===== config.mk =====
export PLATFORM = sky130hd
export DESIGN_NAME = sequential_list_engine_flat
export DESIGN_NICKNAME = d
export VERILOG_FILES = /design/src/rtl/sle_pkg.sv /design/src/rtl/sle_channels.sv /design/src/rtl/sle_ram.sv /design/src/rtl/sequential_list_engine.sv /design/src/flat_wrapper.sv
export SDC_FILE = /design/constraint.sdc
export NUM_CORES = 2
export LEC_CHECK = 0
export BUFFER_PORTS_ARGS = -buffer_cell sky130_fd_sc_hd__buf_2
export CORE_MARGIN = 5
export CORE_UTILIZATION = 40
export DETAILED_ROUTE_END_ITERATION = 6
export PLACE_DENSITY = 0.58
export SLEW_MARGIN = 10
export SYNTH_ARGS = -nofsm -noshare
export SYNTH_HDL_FRONTEND = slang
export SYNTH_SLANG_ARGS = --single-unit

===== constraint.sdc =====
create_clock -name i_clk -period 4.65 [get_ports i_clk]
set_input_delay 0.6975 -clock i_clk [delete_from_list [all_inputs] [get_ports i_clk]]
set_output_delay 0.6975 -clock i_clk [all_outputs]
set_load 0.03 [all_outputs]

===== src/rtl/sle_pkg.sv =====
// shared constants for the sequential list engine
package sle_pkg;

    localparam int CAPACITY_DEF   = 64;
    localparam int DATA_WIDTH_DEF = 32;

    localparam int ACTION_W = 3;
    localparam int POS_W    = 7;
    localparam int VALUE_W  = 32;
    localparam int STATUS_W = 2;
    localparam int INDEX_W  = 6;
    localparam int COUNT_W  = 7;

    localparam logic [ACTION_W-1:0] ACT_PUSH_BACK  = 3'd0;
    localparam logic [ACTION_W-1:0] ACT_PUSH_FRONT = 3'd1;
    localparam logic [ACTION_W-1:0] ACT_POP_FRONT  = 3'd2;
    localparam logic [ACTION_W-1:0] ACT_POP_BACK   = 3'd3;
    localparam logic [ACTION_W-1:0] ACT_INSERT     = 3'd4;
    localparam logic [ACTION_W-1:0] ACT_ERASE      = 3'd5;
    localparam logic [ACTION_W-1:0] ACT_FIND       = 3'd6;

    localparam logic [STATUS_W-1:0] ST_OK    = 2'd0;
    localparam logic [STATUS_W-1:0] ST_FULL  = 2'd1;
    localparam logic [STATUS_W-1:0] ST_EMPTY = 2'd2;
    localparam logic [STATUS_W-1:0] ST_RANGE = 2'd3;

endpackage


===== src/rtl/sle_channels.sv =====
// request and result channel interfaces for the sequential list engine
interface sle_in_if;
    logic                                valid;
    logic                                ready;
    logic        [sle_pkg::ACTION_W-1:0] action;
    logic        [sle_pkg::POS_W-1:0]    position;
    logic signed [sle_pkg::VALUE_W-1:0]  value;

    modport source (output valid, output action, output position, output value, input ready);
    modport sink   (input valid, input action, input position, input value, output ready);
endinterface

interface sle_out_if;
    logic                         valid;
    logic                         ready;
    logic [sle_pkg::STATUS_W-1:0] status;
    logic                         hit;
    logic [sle_pkg::INDEX_W-1:0]  hit_index;
    logic [sle_pkg::COUNT_W-1:0]  count_now;

    modport source (output valid, output status, output hit, output hit_index,
                    output count_now, input ready);
    modport sink   (input valid, input status, input hit, input hit_index,
                    input count_now, output ready);
endinterface


===== src/rtl/sle_ram.sv =====
// generic single-write, single-read ram with registered read data
module sle_ram #(
    parameter int WIDTH = sle_pkg::DATA_WIDTH_DEF,
    parameter int DEPTH = sle_pkg::CAPACITY_DEF
) (
    input  logic                     i_clk,
    input  logic                     i_wr_en,
    input  logic [$clog2(DEPTH)-1:0] i_wr_addr,
    input  logic [WIDTH-1:0]         i_wr_data,
    input  logic                     i_rd_en,
    input  logic [$clog2(DEPTH)-1:0] i_rd_addr,
    output logic [WIDTH-1:0]         o_rd_data
);

    logic [WIDTH-1:0] r_mem [DEPTH];
    logic [WIDTH-1:0] r_rd_data;

    always_ff @(posedge i_clk) begin
        if (i_wr_en) begin
            r_mem[i_wr_addr] <= i_wr_data;
        end
        if (i_rd_en) begin
            r_rd_data <= r_mem[i_rd_addr];
        end
    end

    assign o_rd_data = r_rd_data;

endmodule


===== src/rtl/sequential_list_engine.sv =====
// sequential list engine top level: sequencer, shift and search around one ram
// pushes, pops, insert and erase shift the moved entries through the ram; errors skip the walk
// find walks from index 0 to the first hit or the end of the list; an empty list skips the walk
// one item at a time: the shift/search walk through the ram, one entry a cycle, and result back-pressure set the rate
// a result may wait in the output register
// synchronous active-low reset empties the list; store contents stay undefined
module sequential_list_engine #(
    parameter int CAPACITY   = sle_pkg::CAPACITY_DEF,
    parameter int DATA_WIDTH = sle_pkg::DATA_WIDTH_DEF
) (
    input logic        i_clk,
    input logic        i_rst_n,
    sle_in_if.sink     i_in,
    sle_out_if.source  o_out
);

    localparam int AW = $clog2(CAPACITY);
    localparam int CW = $clog2(CAPACITY + 1);
    localparam int PW = (CW > sle_pkg::POS_W) ? CW : sle_pkg::POS_W;

    localparam logic [2:0] S_IDLE = 3'd0;
    localparam logic [2:0] S_UP   = 3'd1;
    localparam logic [2:0] S_DOWN = 3'd2;
    localparam logic [2:0] S_FIND = 3'd3;
    localparam logic [2:0] S_HOLD = 3'd4;

    logic [2:0]                     r_state, n_state;
    logic [CW-1:0]                  r_count, n_count;
    logic [AW-1:0]                  r_addr, n_addr;
    logic [AW-1:0]                  r_last, n_last;
    logic [AW-1:0]                  r_at, n_at;
    logic                           r_rd_busy, n_rd_busy;
    logic                           r_dat_pend, n_dat_pend;
    logic [AW-1:0]                  r_dat_addr, n_dat_addr;
    logic [DATA_WIDTH-1:0]          r_key, n_key;
    logic [sle_pkg::STATUS_W-1:0]   r_res_status, n_res_status;
    logic                           r_res_hit, n_res_hit;
    logic [AW-1:0]                  r_res_idx, n_res_idx;
    logic                           r_out_valid, n_out_valid;
    logic [sle_pkg::STATUS_W-1:0]   r_out_status, n_out_status;
    logic                           r_out_hit, n_out_hit;
    logic [sle_pkg::INDEX_W-1:0]    r_out_idx, n_out_idx;
    logic [sle_pkg::COUNT_W-1:0]    r_out_count, n_out_count;

    logic                  ram_we, ram_re;
    logic [AW-1:0]         ram_wa, ram_ra;
    logic [DATA_WIDTH-1:0] ram_wd, ram_rdata;

    logic [DATA_WIDTH-1:0] in_value;
    logic [PW-1:0]         cnt_p, pos_p, at_p;
    logic [AW-1:0]         cnt_m1;
    logic                  full, empty, go_up, go_down;

    assign in_value = DATA_WIDTH'(i_in.value);
    assign cnt_p    = PW'(r_count);
    assign pos_p    = PW'(i_in.position);
    assign cnt_m1   = AW'(r_count - CW'(1));
    assign full     = cnt_p >= PW'(CAPACITY);
    assign empty    = (r_count == '0);

    sle_ram #(
        .WIDTH (DATA_WIDTH),
        .DEPTH (CAPACITY)
    ) u_ram (
        .i_clk     (i_clk),
        .i_wr_en   (ram_we),
        .i_wr_addr (ram_wa),
        .i_wr_data (ram_wd),
        .i_rd_en   (ram_re),
        .i_rd_addr (ram_ra),
        .o_rd_data (ram_rdata)
    );

    always_comb begin
        n_state      = r_state;
        n_count      = r_count;
        n_addr       = r_addr;
        n_last       = r_last;
        n_at         = r_at;
        n_rd_busy    = r_rd_busy;
        n_dat_pend   = r_dat_pend;
        n_dat_addr   = r_dat_addr;
        n_key        = r_key;
        n_res_status = r_res_status;
        n_res_hit    = r_res_hit;
        n_res_idx    = r_res_idx;
        n_out_valid  = r_out_valid;
        n_out_status = r_out_status;
        n_out_hit    = r_out_hit;
        n_out_idx    = r_out_idx;
        n_out_count  = r_out_count;
        ram_we       = 1'b0;
        ram_wa       = r_dat_addr;
        ram_wd       = ram_rdata;
        ram_re       = 1'b0;
        ram_ra       = r_addr;
        go_up        = 1'b0;
        go_down      = 1'b0;
        at_p         = '0;

        if (r_out_valid && o_out.ready) begin
            n_out_valid = 1'b0;
        end

        // shared walk: one read a cycle, data used in the next cycle
        if ((r_state == S_UP) || (r_state == S_DOWN) || (r_state == S_FIND)) begin
            if (r_rd_busy) begin
                ram_re     = 1'b1;
                n_dat_pend = 1'b1;
                case (r_state)
                    S_UP:    n_dat_addr = r_addr + AW'(1);
                    S_DOWN:  n_dat_addr = r_addr - AW'(1);
                    default: n_dat_addr = r_addr;
                endcase
                if (r_addr == r_last) begin
                    n_rd_busy = 1'b0;
                end else if (r_state == S_UP) begin
                    n_addr = r_addr - AW'(1);
                end else begin
                    n_addr = r_addr + AW'(1);
                end
            end else begin
                n_dat_pend = 1'b0;
            end
        end

        case (r_state)
            S_IDLE: begin
                if (i_in.valid) begin
                    n_res_status = sle_pkg::ST_OK;
                    n_res_hit    = 1'b0;
                    n_res_idx    = '0;
                    n_key        = in_value;
                    n_state      = S_HOLD;
                    case (i_in.action)
                        sle_pkg::ACT_PUSH_BACK,
                        sle_pkg::ACT_PUSH_FRONT: begin
                            if (full) begin
                                n_res_status = sle_pkg::ST_FULL;
                            end else begin
                                go_up = 1'b1;
                                at_p  = (i_in.action == sle_pkg::ACT_PUSH_BACK) ? cnt_p : '0;
                            end
                        end
                        sle_pkg::ACT_POP_FRONT,
                        sle_pkg::ACT_POP_BACK: begin
                            if (empty) begin
                                n_res_status = sle_pkg::ST_EMPTY;
                            end else begin
                                go_down = 1'b1;
                                at_p    = (i_in.action == sle_pkg::ACT_POP_FRONT) ?
                                          '0 : (cnt_p - PW'(1));
                            end
                        end
                        sle_pkg::ACT_INSERT: begin
                            if (pos_p > cnt_p) begin
                                n_res_status = sle_pkg::ST_RANGE;
                            end else if (full) begin
                                n_res_status = sle_pkg::ST_FULL;
                            end else begin
                                go_up = 1'b1;
                                at_p  = pos_p;
                            end
                        end
                        sle_pkg::ACT_ERASE: begin
                            if (empty) begin
                                n_res_status = sle_pkg::ST_EMPTY;
                            end else if (pos_p >= cnt_p) begin
                                n_res_status = sle_pkg::ST_RANGE;
                            end else begin
                                go_down = 1'b1;
                                at_p    = pos_p;
                            end
                        end
                        sle_pkg::ACT_FIND: begin
                            if (!empty) begin
                                n_state    = S_FIND;
                                n_addr     = '0;
                                n_last     = cnt_m1;
                                n_rd_busy  = 1'b1;
                                n_dat_pend = 1'b0;
                            end
                        end
                        default: begin
                        end
                    endcase
                    if (go_up) begin
                        n_state    = S_UP;
                        n_at       = AW'(at_p);
                        n_addr     = cnt_m1;
                        n_last     = AW'(at_p);
                        n_rd_busy  = cnt_p > at_p;
                        n_dat_pend = 1'b0;
                    end
                    if (go_down) begin
                        n_state    = S_DOWN;
                        n_at       = AW'(at_p);
                        n_addr     = AW'(at_p + PW'(1));
                        n_last     = cnt_m1;
                        n_rd_busy  = (cnt_p - PW'(1)) > at_p;
                        n_dat_pend = 1'b0;
                    end
                end
            end
            S_UP: begin
                if (r_dat_pend) begin
                    ram_we = 1'b1;
                end else if (!r_rd_busy) begin
                    ram_we  = 1'b1;
                    ram_wa  = r_at;
                    ram_wd  = r_key;
                    n_count = r_count + CW'(1);
                    n_state = S_HOLD;
                end
            end
            S_DOWN: begin
                if (r_dat_pend) begin
                    ram_we = 1'b1;
                end else if (!r_rd_busy) begin
                    n_count = r_count - CW'(1);
                    n_state = S_HOLD;
                end
            end
            S_FIND: begin
                if (r_dat_pend && (ram_rdata == r_key)) begin
                    n_res_hit  = 1'b1;
                    n_res_idx  = r_dat_addr;
                    n_rd_busy  = 1'b0;
                    n_dat_pend = 1'b0;
                    n_state    = S_HOLD;
                end else if (r_dat_pend && !r_rd_busy) begin
                    n_state = S_HOLD;
                end
            end
            S_HOLD: begin
                if (!r_out_valid || o_out.ready) begin
                    n_out_valid  = 1'b1;
                    n_out_status = r_res_status;
                    n_out_hit    = r_res_hit;
                    n_out_idx    = sle_pkg::INDEX_W'(r_res_idx);
                    n_out_count  = sle_pkg::COUNT_W'(r_count);
                    n_state      = S_IDLE;
                end
            end
            default: begin
                n_state = S_IDLE;
            end
        endcase
    end

    always_ff @(posedge i_clk) begin
        if (!i_rst_n) begin
            r_state     <= S_IDLE;
            r_count     <= '0;
            r_rd_busy   <= 1'b0;
            r_dat_pend  <= 1'b0;
            r_out_valid <= 1'b0;
        end else begin
            r_state     <= n_state;
            r_count     <= n_count;
            r_rd_busy   <= n_rd_busy;
            r_dat_pend  <= n_dat_pend;
            r_out_valid <= n_out_valid;
        end
    end

    always_ff @(posedge i_clk) begin
        r_addr       <= n_addr;
        r_last       <= n_last;
        r_at         <= n_at;
        r_dat_addr   <= n_dat_addr;
        r_key        <= n_key;
        r_res_status <= n_res_status;
        r_res_hit    <= n_res_hit;
        r_res_idx    <= n_res_idx;
        r_out_status <= n_out_status;
        r_out_hit    <= n_out_hit;
        r_out_idx    <= n_out_idx;
        r_out_count  <= n_out_count;
    end

    assign i_in.ready      = (r_state == S_IDLE);
    assign o_out.valid     = r_out_valid;
    assign o_out.status    = r_out_status;
    assign o_out.hit       = r_out_hit;
    assign o_out.hit_index = r_out_idx;
    assign o_out.count_now = r_out_count;

endmodule


===== src/flat_wrapper.sv =====
// flat-port wrapper written by rule: the top's interface ports become plain ports
module sequential_list_engine_flat 
#(
    parameter int CAPACITY   = sle_pkg::CAPACITY_DEF,
    parameter int DATA_WIDTH = sle_pkg::DATA_WIDTH_DEF
)
  (i_clk, i_rst_n, i_in_valid, i_in_action, i_in_position, i_in_value, i_in_ready, o_out_valid, o_out_status, o_out_hit, o_out_hit_index, o_out_count_now, o_out_ready);
  sle_in_if i_in_i ();
  sle_out_if o_out_i ();
  input logic i_clk;
  input logic i_rst_n;
  input wire logic [$bits(i_in_i.valid)-1:0] i_in_valid;
  input wire logic [$bits(i_in_i.action)-1:0] i_in_action;
  input wire logic [$bits(i_in_i.position)-1:0] i_in_position;
  input wire logic [$bits(i_in_i.value)-1:0] i_in_value;
  output wire logic [$bits(i_in_i.ready)-1:0] i_in_ready;
  output wire logic [$bits(o_out_i.valid)-1:0] o_out_valid;
  output wire logic [$bits(o_out_i.status)-1:0] o_out_status;
  output wire logic [$bits(o_out_i.hit)-1:0] o_out_hit;
  output wire logic [$bits(o_out_i.hit_index)-1:0] o_out_hit_index;
  output wire logic [$bits(o_out_i.count_now)-1:0] o_out_count_now;
  input wire logic [$bits(o_out_i.ready)-1:0] o_out_ready;
  assign i_in_i.valid = i_in_valid;
  assign i_in_i.action = i_in_action;
  assign i_in_i.position = i_in_position;
  assign i_in_i.value = i_in_value;
  assign i_in_ready = i_in_i.ready;
  assign o_out_valid = o_out_i.valid;
  assign o_out_status = o_out_i.status;
  assign o_out_hit = o_out_i.hit;
  assign o_out_hit_index = o_out_i.hit_index;
  assign o_out_count_now = o_out_i.count_now;
  assign o_out_i.ready = o_out_ready;
  sequential_list_engine #(.CAPACITY(CAPACITY), .DATA_WIDTH(DATA_WIDTH)) u_core (.i_clk(i_clk), .i_rst_n(i_rst_n), .i_in(i_in_i), .o_out(o_out_i));
endmodule

# --- Word level (Yosys, flattened, before mapping) ---
# Memories as Yosys holds them, arrays and structs flattened. A register that Yosys moved wholly into a read port is not among the register bits.
# Index checks and enable logic that the tools add are counted.
totals:
  mem_bits_rw: 2048
  ff_bits: 94
  rom_bits: 0
  n_memories: 1
  word_cells: 179
  output_inout_bits: 18
  latch_bits: 0
mem_list:
  columns: ["memory", "words", "width", "rd", "rd_clocked_by_memory_dff", "write_ports", "line", "text"]
  rows:
  - ["u_core.u_ram.r_mem", 64, 32, 1, 1, 1, "sle_ram.sv:15", "logic [WIDTH-1:0] r_mem [DEPTH];"]
op_classes:
  n_div: 0
  addsub: 5
  n_reduce_logical: 26
  shift: 0
  n_bitwise: 0
  n_eq_ne: 23
  n_mux: 102
  n_lt_le_gt_ge: 5
  multipliers: 0
op_table:
  columns: ["operator", "n"]
  rows:
  - ["6-bit 2-to-1 mux", 21]
  - ["7-bit 2-to-1 mux", 14]
  - ["32-bit 2-to-1 mux", 3]
  - ["1-bit 2-to-1 mux", 38]
  - ["32-bit equality test", 1]
  - ["3-bit 2-to-1 mux", 10]
  - ["7-bit case mux with 4 select lines", 1]
  - ["6-bit case mux with 2 select lines", 2]
  - ["7-bit greater-than comparator", 3]
  - ["2-bit inequality test (second input constant)", 8]
  - ["7-bit case mux with 2 select lines", 1]
  - ["6-bit by 1-bit adder with 6-bit output (second input constant)", 2]
  - ["3-bit by 2-bit equality test with 1-bit output (second input constant)", 4]
  - ["3-bit equality test (second input constant)", 4]
  - ["1-bit case mux with 2 select lines", 6]
  - ["3-bit case mux with 4 select lines", 1]
  - ["5-bit AND reduction", 2]
  - ["2-bit 2-to-1 mux", 4]
  - ["2-bit case mux with 4 select lines", 1]
  - ["7-bit by 1-bit adder with 7-bit output (second input constant)", 1]
  - ["7-bit greater-or-equal comparator", 1]
  - ["7-bit greater-or-equal comparator (second input constant)", 1]
  - ["7-bit zero test", 1]
  - ["7-bit by 1-bit subtractor with 7-bit output (second input constant)", 1]
  - ["other kinds (15)", 30]

# --- Depth between registers and ports, before layout ---
depth:
  word_depth: 11
  depth_mapped: 17

# --- Cells and area by module ---
# Synthesis repeated with hierarchy kept, for this count alone.
hier_totals:
  cells_unflattened: 4048
  area_unflattened_um2: 85161.7
modules_own_cells:
  columns: ["module", "instances", "area_per_inst_um2", "cells_per_inst", "seq_area_each_um2"]
  rows:
  - ["sle_ram", 1, 79359.9, 3511, 62459.9]
  - ["sequential_list_engine", 1, 5801.8, 537, 2632.5]

# --- Least setup slack after synthesis ---
# OpenSTA, ideal clock, no wires.
synth_timing:
  path_kind: "reg2reg"
  from: "register u_core.r_state[1]"
  to: "register u_core.r_addr[2]"
  arrival_time_ps: 4574
  stages_incl_launch_ff: 9
  path_slack_ps: -46
  required_ps: 4528
  period_less_slack_ps: 4696
  cell_sequence: "dfxtp_1 buf_2 nor2_1 nor3_1 o31ai_2 a21oi_1 xnor2_1 nor2_1 a221o_1"
synth_between:
  elab_chain_cells: 11
  word_cells_on_any_way: 16
synth_lines:
  columns: ["item", "line", "text"]
  rows:
  - ["start, declared", "sequential_list_engine.sv:27", "logic [2:0] r_state, n_state;"]
  - ["start signal, assigned", "sequential_list_engine.sv:259", "r_state <= n_state;"]
  - ["3-bit by 1-bit equality test with 1-bit output", "sequential_list_engine.sv:106, sequential_list_engine.sv:117", null]
  - ["6-bit 2-to-1 mux", "sequential_list_engine.sv:117", "end else if (r_state == S_UP) begin"]
  - ["6-bit 2-to-1 mux", "sequential_list_engine.sv:115", "if (r_addr == r_last) begin"]
  - ["6-bit 2-to-1 mux", "sequential_list_engine.sv:107", "if (r_rd_busy) begin"]
  - ["6-bit 2-to-1 mux", "sequential_list_engine.sv:106", "if ((r_state == S_UP) || (r_state == S_DOWN) || (r_state == S_FIND)) begin"]
  - ["6-bit 2-to-1 mux", "sequential_list_engine.sv:176", "if (!empty) begin"]
  - ["6-bit 2-to-1 mux", "sequential_list_engine.sv:135", "case (i_in.action)"]
  - ["6-bit 2-to-1 mux", "sequential_list_engine.sv:187", "if (go_up) begin"]
  - ["6-bit 2-to-1 mux", "sequential_list_engine.sv:195", "if (go_down) begin"]
  - ["6-bit 2-to-1 mux", "sequential_list_engine.sv:129", "if (i_in.valid) begin"]
  - ["6-bit 2-to-1 mux (*)", "sequential_list_engine.sv:127", "case (r_state)"]
  - ["named net u_core.n_addr[2]", "sequential_list_engine.sv:29", "logic [AW-1:0] r_addr, n_addr;"]
  - ["end signal, assigned", "sequential_list_engine.sv:268", "r_addr <= n_addr;"]
  - ["end, declared", "sequential_list_engine.sv:29", null]
# Mark *: on every way through the listed nets, which the timed path passes. The rest lies on a longest branch.
# A chain may end at the register's enable or synchronous reset.

# --- Worst setup path after layout ---
layout_timing:
  from: "register u_core.r_count[6] (netlist: u_core.cnt_p[6])"
  to: "register u_core.r_rd_busy"
layout_between:
  elab_chain_cells: 11
  word_cells_on_any_way: 35
layout_lines:
  columns: ["item", "line", "text"]
  rows:
  - ["start, declared", "sequential_list_engine.sv:28", "logic [CW-1:0] r_count, n_count;"]
  - ["start signal, assigned", "sequential_list_engine.sv:260", "r_count <= n_count;"]
  - ["7-bit by 1-bit subtractor with 7-bit output, or another cell as far along", "sequential_list_engine.sv:152, sequential_list_engine.sv:200", null]
  - ["7-bit 2-to-1 mux, on equally long branches", "sequential_list_engine.sv:151, sequential_list_engine.sv:158, sequential_list_engine.sv:168", null]
  - ["7-bit 2-to-1 mux, on equally long branches", "sequential_list_engine.sv:147, sequential_list_engine.sv:156, sequential_list_engine.sv:166", null]
  - ["7-bit case mux with 4 select lines", "sequential_list_engine.sv:135", null]
  - ["7-bit 2-to-1 mux", "sequential_list_engine.sv:129", null]
  - ["7-bit 2-to-1 mux", "sequential_list_engine.sv:127", null]
  - ["7-bit greater-than comparator", "sequential_list_engine.sv:192", "n_rd_busy = cnt_p > at_p;"]
  - ["1-bit 2-to-1 mux", "sequential_list_engine.sv:187", null]
  - ["1-bit 2-to-1 mux (*)", "sequential_list_engine.sv:195", null]
  - ["1-bit 2-to-1 mux (*)", "sequential_list_engine.sv:129", null]
  - ["1-bit case mux with 2 select lines (*)", "sequential_list_engine.sv:127", null]
  - ["end signal, assigned", "sequential_list_engine.sv:261", "r_rd_busy <= n_rd_busy;"]
  - ["end, declared", "sequential_list_engine.sv:32", "logic r_rd_busy, n_rd_busy;"]
# Mark *: on every way between the ends. The rest lies on a longest branch, timed or not. The select of a mux whose other input is x is not followed.

==> reports/results.ini <==
[timing]
rsz0062_at_grt=no
finalSetupTns_ns=0
finalHoldViolations=0
hold_ws_ns=0.0780
fin_crit_sh_pct=89.4
period_minus_slack_ns=4.16
maxSlewHeadroom_pct=16.8
drv_slew=0
finalSetupViolCount=0
clock.fmax_mhz=241
tightest_slew_ns=1.25
skew_ns=0.0568

[pwr]
peakVddDrop_v=0.000405
p_total_w=0.0536
p_comb_share_pct=27.0
power_frac_seq_pct=41.9
p_leak_nw=30.0
switching_power_w=0.0153
p_sw_share_pct=28.6
power_density_mw_per_mm2=551
p_clk_share_pct=31.1
internal-power_w=0.0382

[flow_run]
maxCapViolations=0

[hold_path]
hold_path.class=in2reg

[logic_synthesis]
syn_inst=3631
yosysUniqueCellTypes=69
synth_area_per_cell_um2=23.3
synth_flop_cell=edfxtp_1
synth_async_sr_flop_share_pct=0
synth_commonest_cells=2155 x edfxtp_1, 642 x mux4_2, 95 x nor2_1, 83 x clkbuf_1, 63 x buf_2
synth_fp_nets=3703
ys_ff_latch=2174
synth_most_common_cell=edfxtp_1
synth_area_leaders=edfxtp_1 76%, mux4_2 17%, mux2i_1 0.54%, mux2_2 0.48%, dfxtp_1 0.45%
yosysSeqAreaShare_pct=76.9
syn_area_mm2=0.0846
synth-edff-count=2155
synth_area_leader_cell=edfxtp_1
yosysTopAreaCellShare_pct=76.5
ys.warnings.count=0

[place]
dp_hpwl_mm=120
placed_area_mm2=0.0901
portBuffers=63
place.gp.congestion=0.842

[routing]
drt-pass1-iter-count=5
drt_iter0_drc=4418
routedWlPerCell_um=29.8
viasPerCell=5.69
postRouteAntennaNets=0
drc=0
routed_wl_mm=206
vias=39357

[global_route]
antenna_found_initial=7
grtUsageTotal_pct=18.5
grt_start_max_net_pins=76
overflow=0
grt_pass1_vias=40248
grt_pass1_wl_mm=298

[critical_path]
end_kind=register
cp_top_family=compound AO/OA/AOI/OAI gates
worst-setup-path-type=reg2reg
worst-path-buf-inv=2
max_stage_delay_ns=0.63
path_cells=inv_1 > ha_1 > nand4_1 > a21o_1 > a41o_1 > a21o_4 > a31oi_1 > inv_1 > ha_1 > nor2b_1 > o21a_1 > o21ai_0 > a21oi_1 > a2111oi_0 > o21a_1 > o41ai_1
worstPathArrival_ns=4.90
startpoint_type=register
crit_slowest_cell=dfxtp_1
crit_required_ns=5.39
cp_max_fo=14

[final_layout]
fin_nets=3997
fin_area_mm2=0.0972
drive_gt1_share_pct=31.7
fin_util_pct=46.3
area_delta_synth_final_pct=14.8

[floorplan]
core_area_mm2=0.210
die_area_mm2=0.221
initial_core_util_pct=40.3
row_count=168
ioPinCount=64
die_y_um=470
die_w_um=470

[clocking]
clk_latency_ns=0.85
cts_tree=done
clock_path_buffers=3
cts_max_level=4
numCtsBuffers=213
clock_tree.root_cell=clkbuf_16
clock_sinks=2174
cts.reportedPaths.clkPinSlew_ns=0.06
cts.repair.resized=0

[run_status]
status=completed

[what timing repair did]
action	4_1_cts	5_1_grt
buffers inserted	0	0
hold buffers	27	0
hold endpoints to repair	27	0
[registers in the layout, summed over array words and instances, names as in the netlist, 3 cells and up]
register                flops
u_core.r_state              3
u_core.cnt_p                7
u_core.r_dat_addr           6
u_core.r_addr               6
u_core.r_key               32
u_core.u_ram.o_rd_data     32
u_core.o_out.count_now      7
u_core.r_at                 6
u_core.r_last               6
u_core.r_res_idx            6
u_core.u_ram.r_mem       2048
u_core.o_out.hit_index      6
[power groups by stage]
| stage | Sequential, W | Clock (W) | Combinational [W] |
|---|---|---|---|
| 2_1_floorplan | 0.0225 | 0 | 0.00999 |
| 3_3_place_gp | 0.0229 | 0 | 0.0146 |
| 3_5_place_dp | 0.0229 | 0 | 0.0146 |
| 4_1_cts | 0.0225 | 0.0170 | 0.0146 |
| 5_1_grt | 0.0225 | 0.0179 | 0.0153 |
| 6_report | 0.0225 | 0.0167 | 0.0145 |
[path summary, 6_finish.rpt]
check / startpoint / cells past startpoint / slack, ns / endpoint
setup / recovery: u_core.cnt_p[6] / 16 / 0.49 / u_core.r_rd_busy
hold / removal: i_in_value[22] / 1 / 0.08 / u_core.r_key[22]
setup reg to reg: u_core.cnt_p[6] / 16 / 0.49 / u_core.r_rd_busy
hold reg to reg: u_core.r_res_idx[0] / 0 / 0.41 / u_core.o_out.hit_index[0]
[layout by cell type (no fill, tap or decap), types with 9 or more instances in the layout]
cell type	n
edfxtp_1	2155
mux4_2	642
clkbuf_16	214
buf_4	119
nor2_4	64
buf_2	63
buf_12	56
clkinv_1	55
nand2_1	54
clkbuf_1	48
mux2i_1	46
clkinv_2	39
a21oi_1	38
nand3_1	33
xor2_1	33
o21ai_0	32
nor2_1	31
mux2_2	30
inv_1	29
dlygate4sd3_1	27
ha_1	26
xnor2_1	24
o22ai_1	19
bufinv_16	15
nand2b_1	14
o221ai_1	14
dfxtp_1	13
nand4_1	9
nor4_1	9
nor3_1	9
[per-stage QoR]
step / setup WS (ns) / instances
global placement: 0.583 / 6487
finish: 0.493 / 6913
floorplan: 0.827 / 3631
global route: 0.200 / 6910
detailed placement: 0.535 / 6487
CTS: 0.583 / 6908
[cell type report]
| type | instances | area [µm²] |
|---|---|---|
| inverters | 30 | 113 |
| clock buffers | 264 | 5560 |
| well taps | 2805 | 3510 |
| clock inverters | 130 | 1190 |
| diodes | 4 | 10.0 |
| flip-flops and latches | 2174 | 65100 |
| multi-input cells | 1241 | 19100 |
| fillers | 17118 | 113000 |
| repair buffers | 265 | 2600 |
[per-layer routing]
metal	global-route usage, %	part of all wire, %
met5	0	0
met1	27.1	43
met4	5.11	2.4
met2	29.2	48
met3	2.83	6.1
[cell families (layout without fill, tap and decap cells)]
logic type / after synthesis / in the layout / synth area share [%]
AOI/OAI and AO/OA: 167 / 167 / 1.34
adders and majority gates: 26 / 26 / 0.384
buffers and inverters: 216 / 689 / 1.14
other: 0 / 4 / 0
DFF: 2174 / 2174 / 76.9
and+or+nand+nor: 267 / 267 / 1.51
muxes: 724 / 724 / 18.1
xor gates and xnor gates: 57 / 57 / 0.590
[worst register-to-register path: cells and delay by family, from the launching register on]
family	cells	cell delay (ns)
AO/OA/AOI/OAI	10	2.21
flip-flops	1	0.63
adder cells (fa/ha/maj)	2	0.59
buffers and inverters	2	0.35
AND/OR/NAND/NOR	2	0.30
No activity file was read; power rests on OpenSTA's default activity.
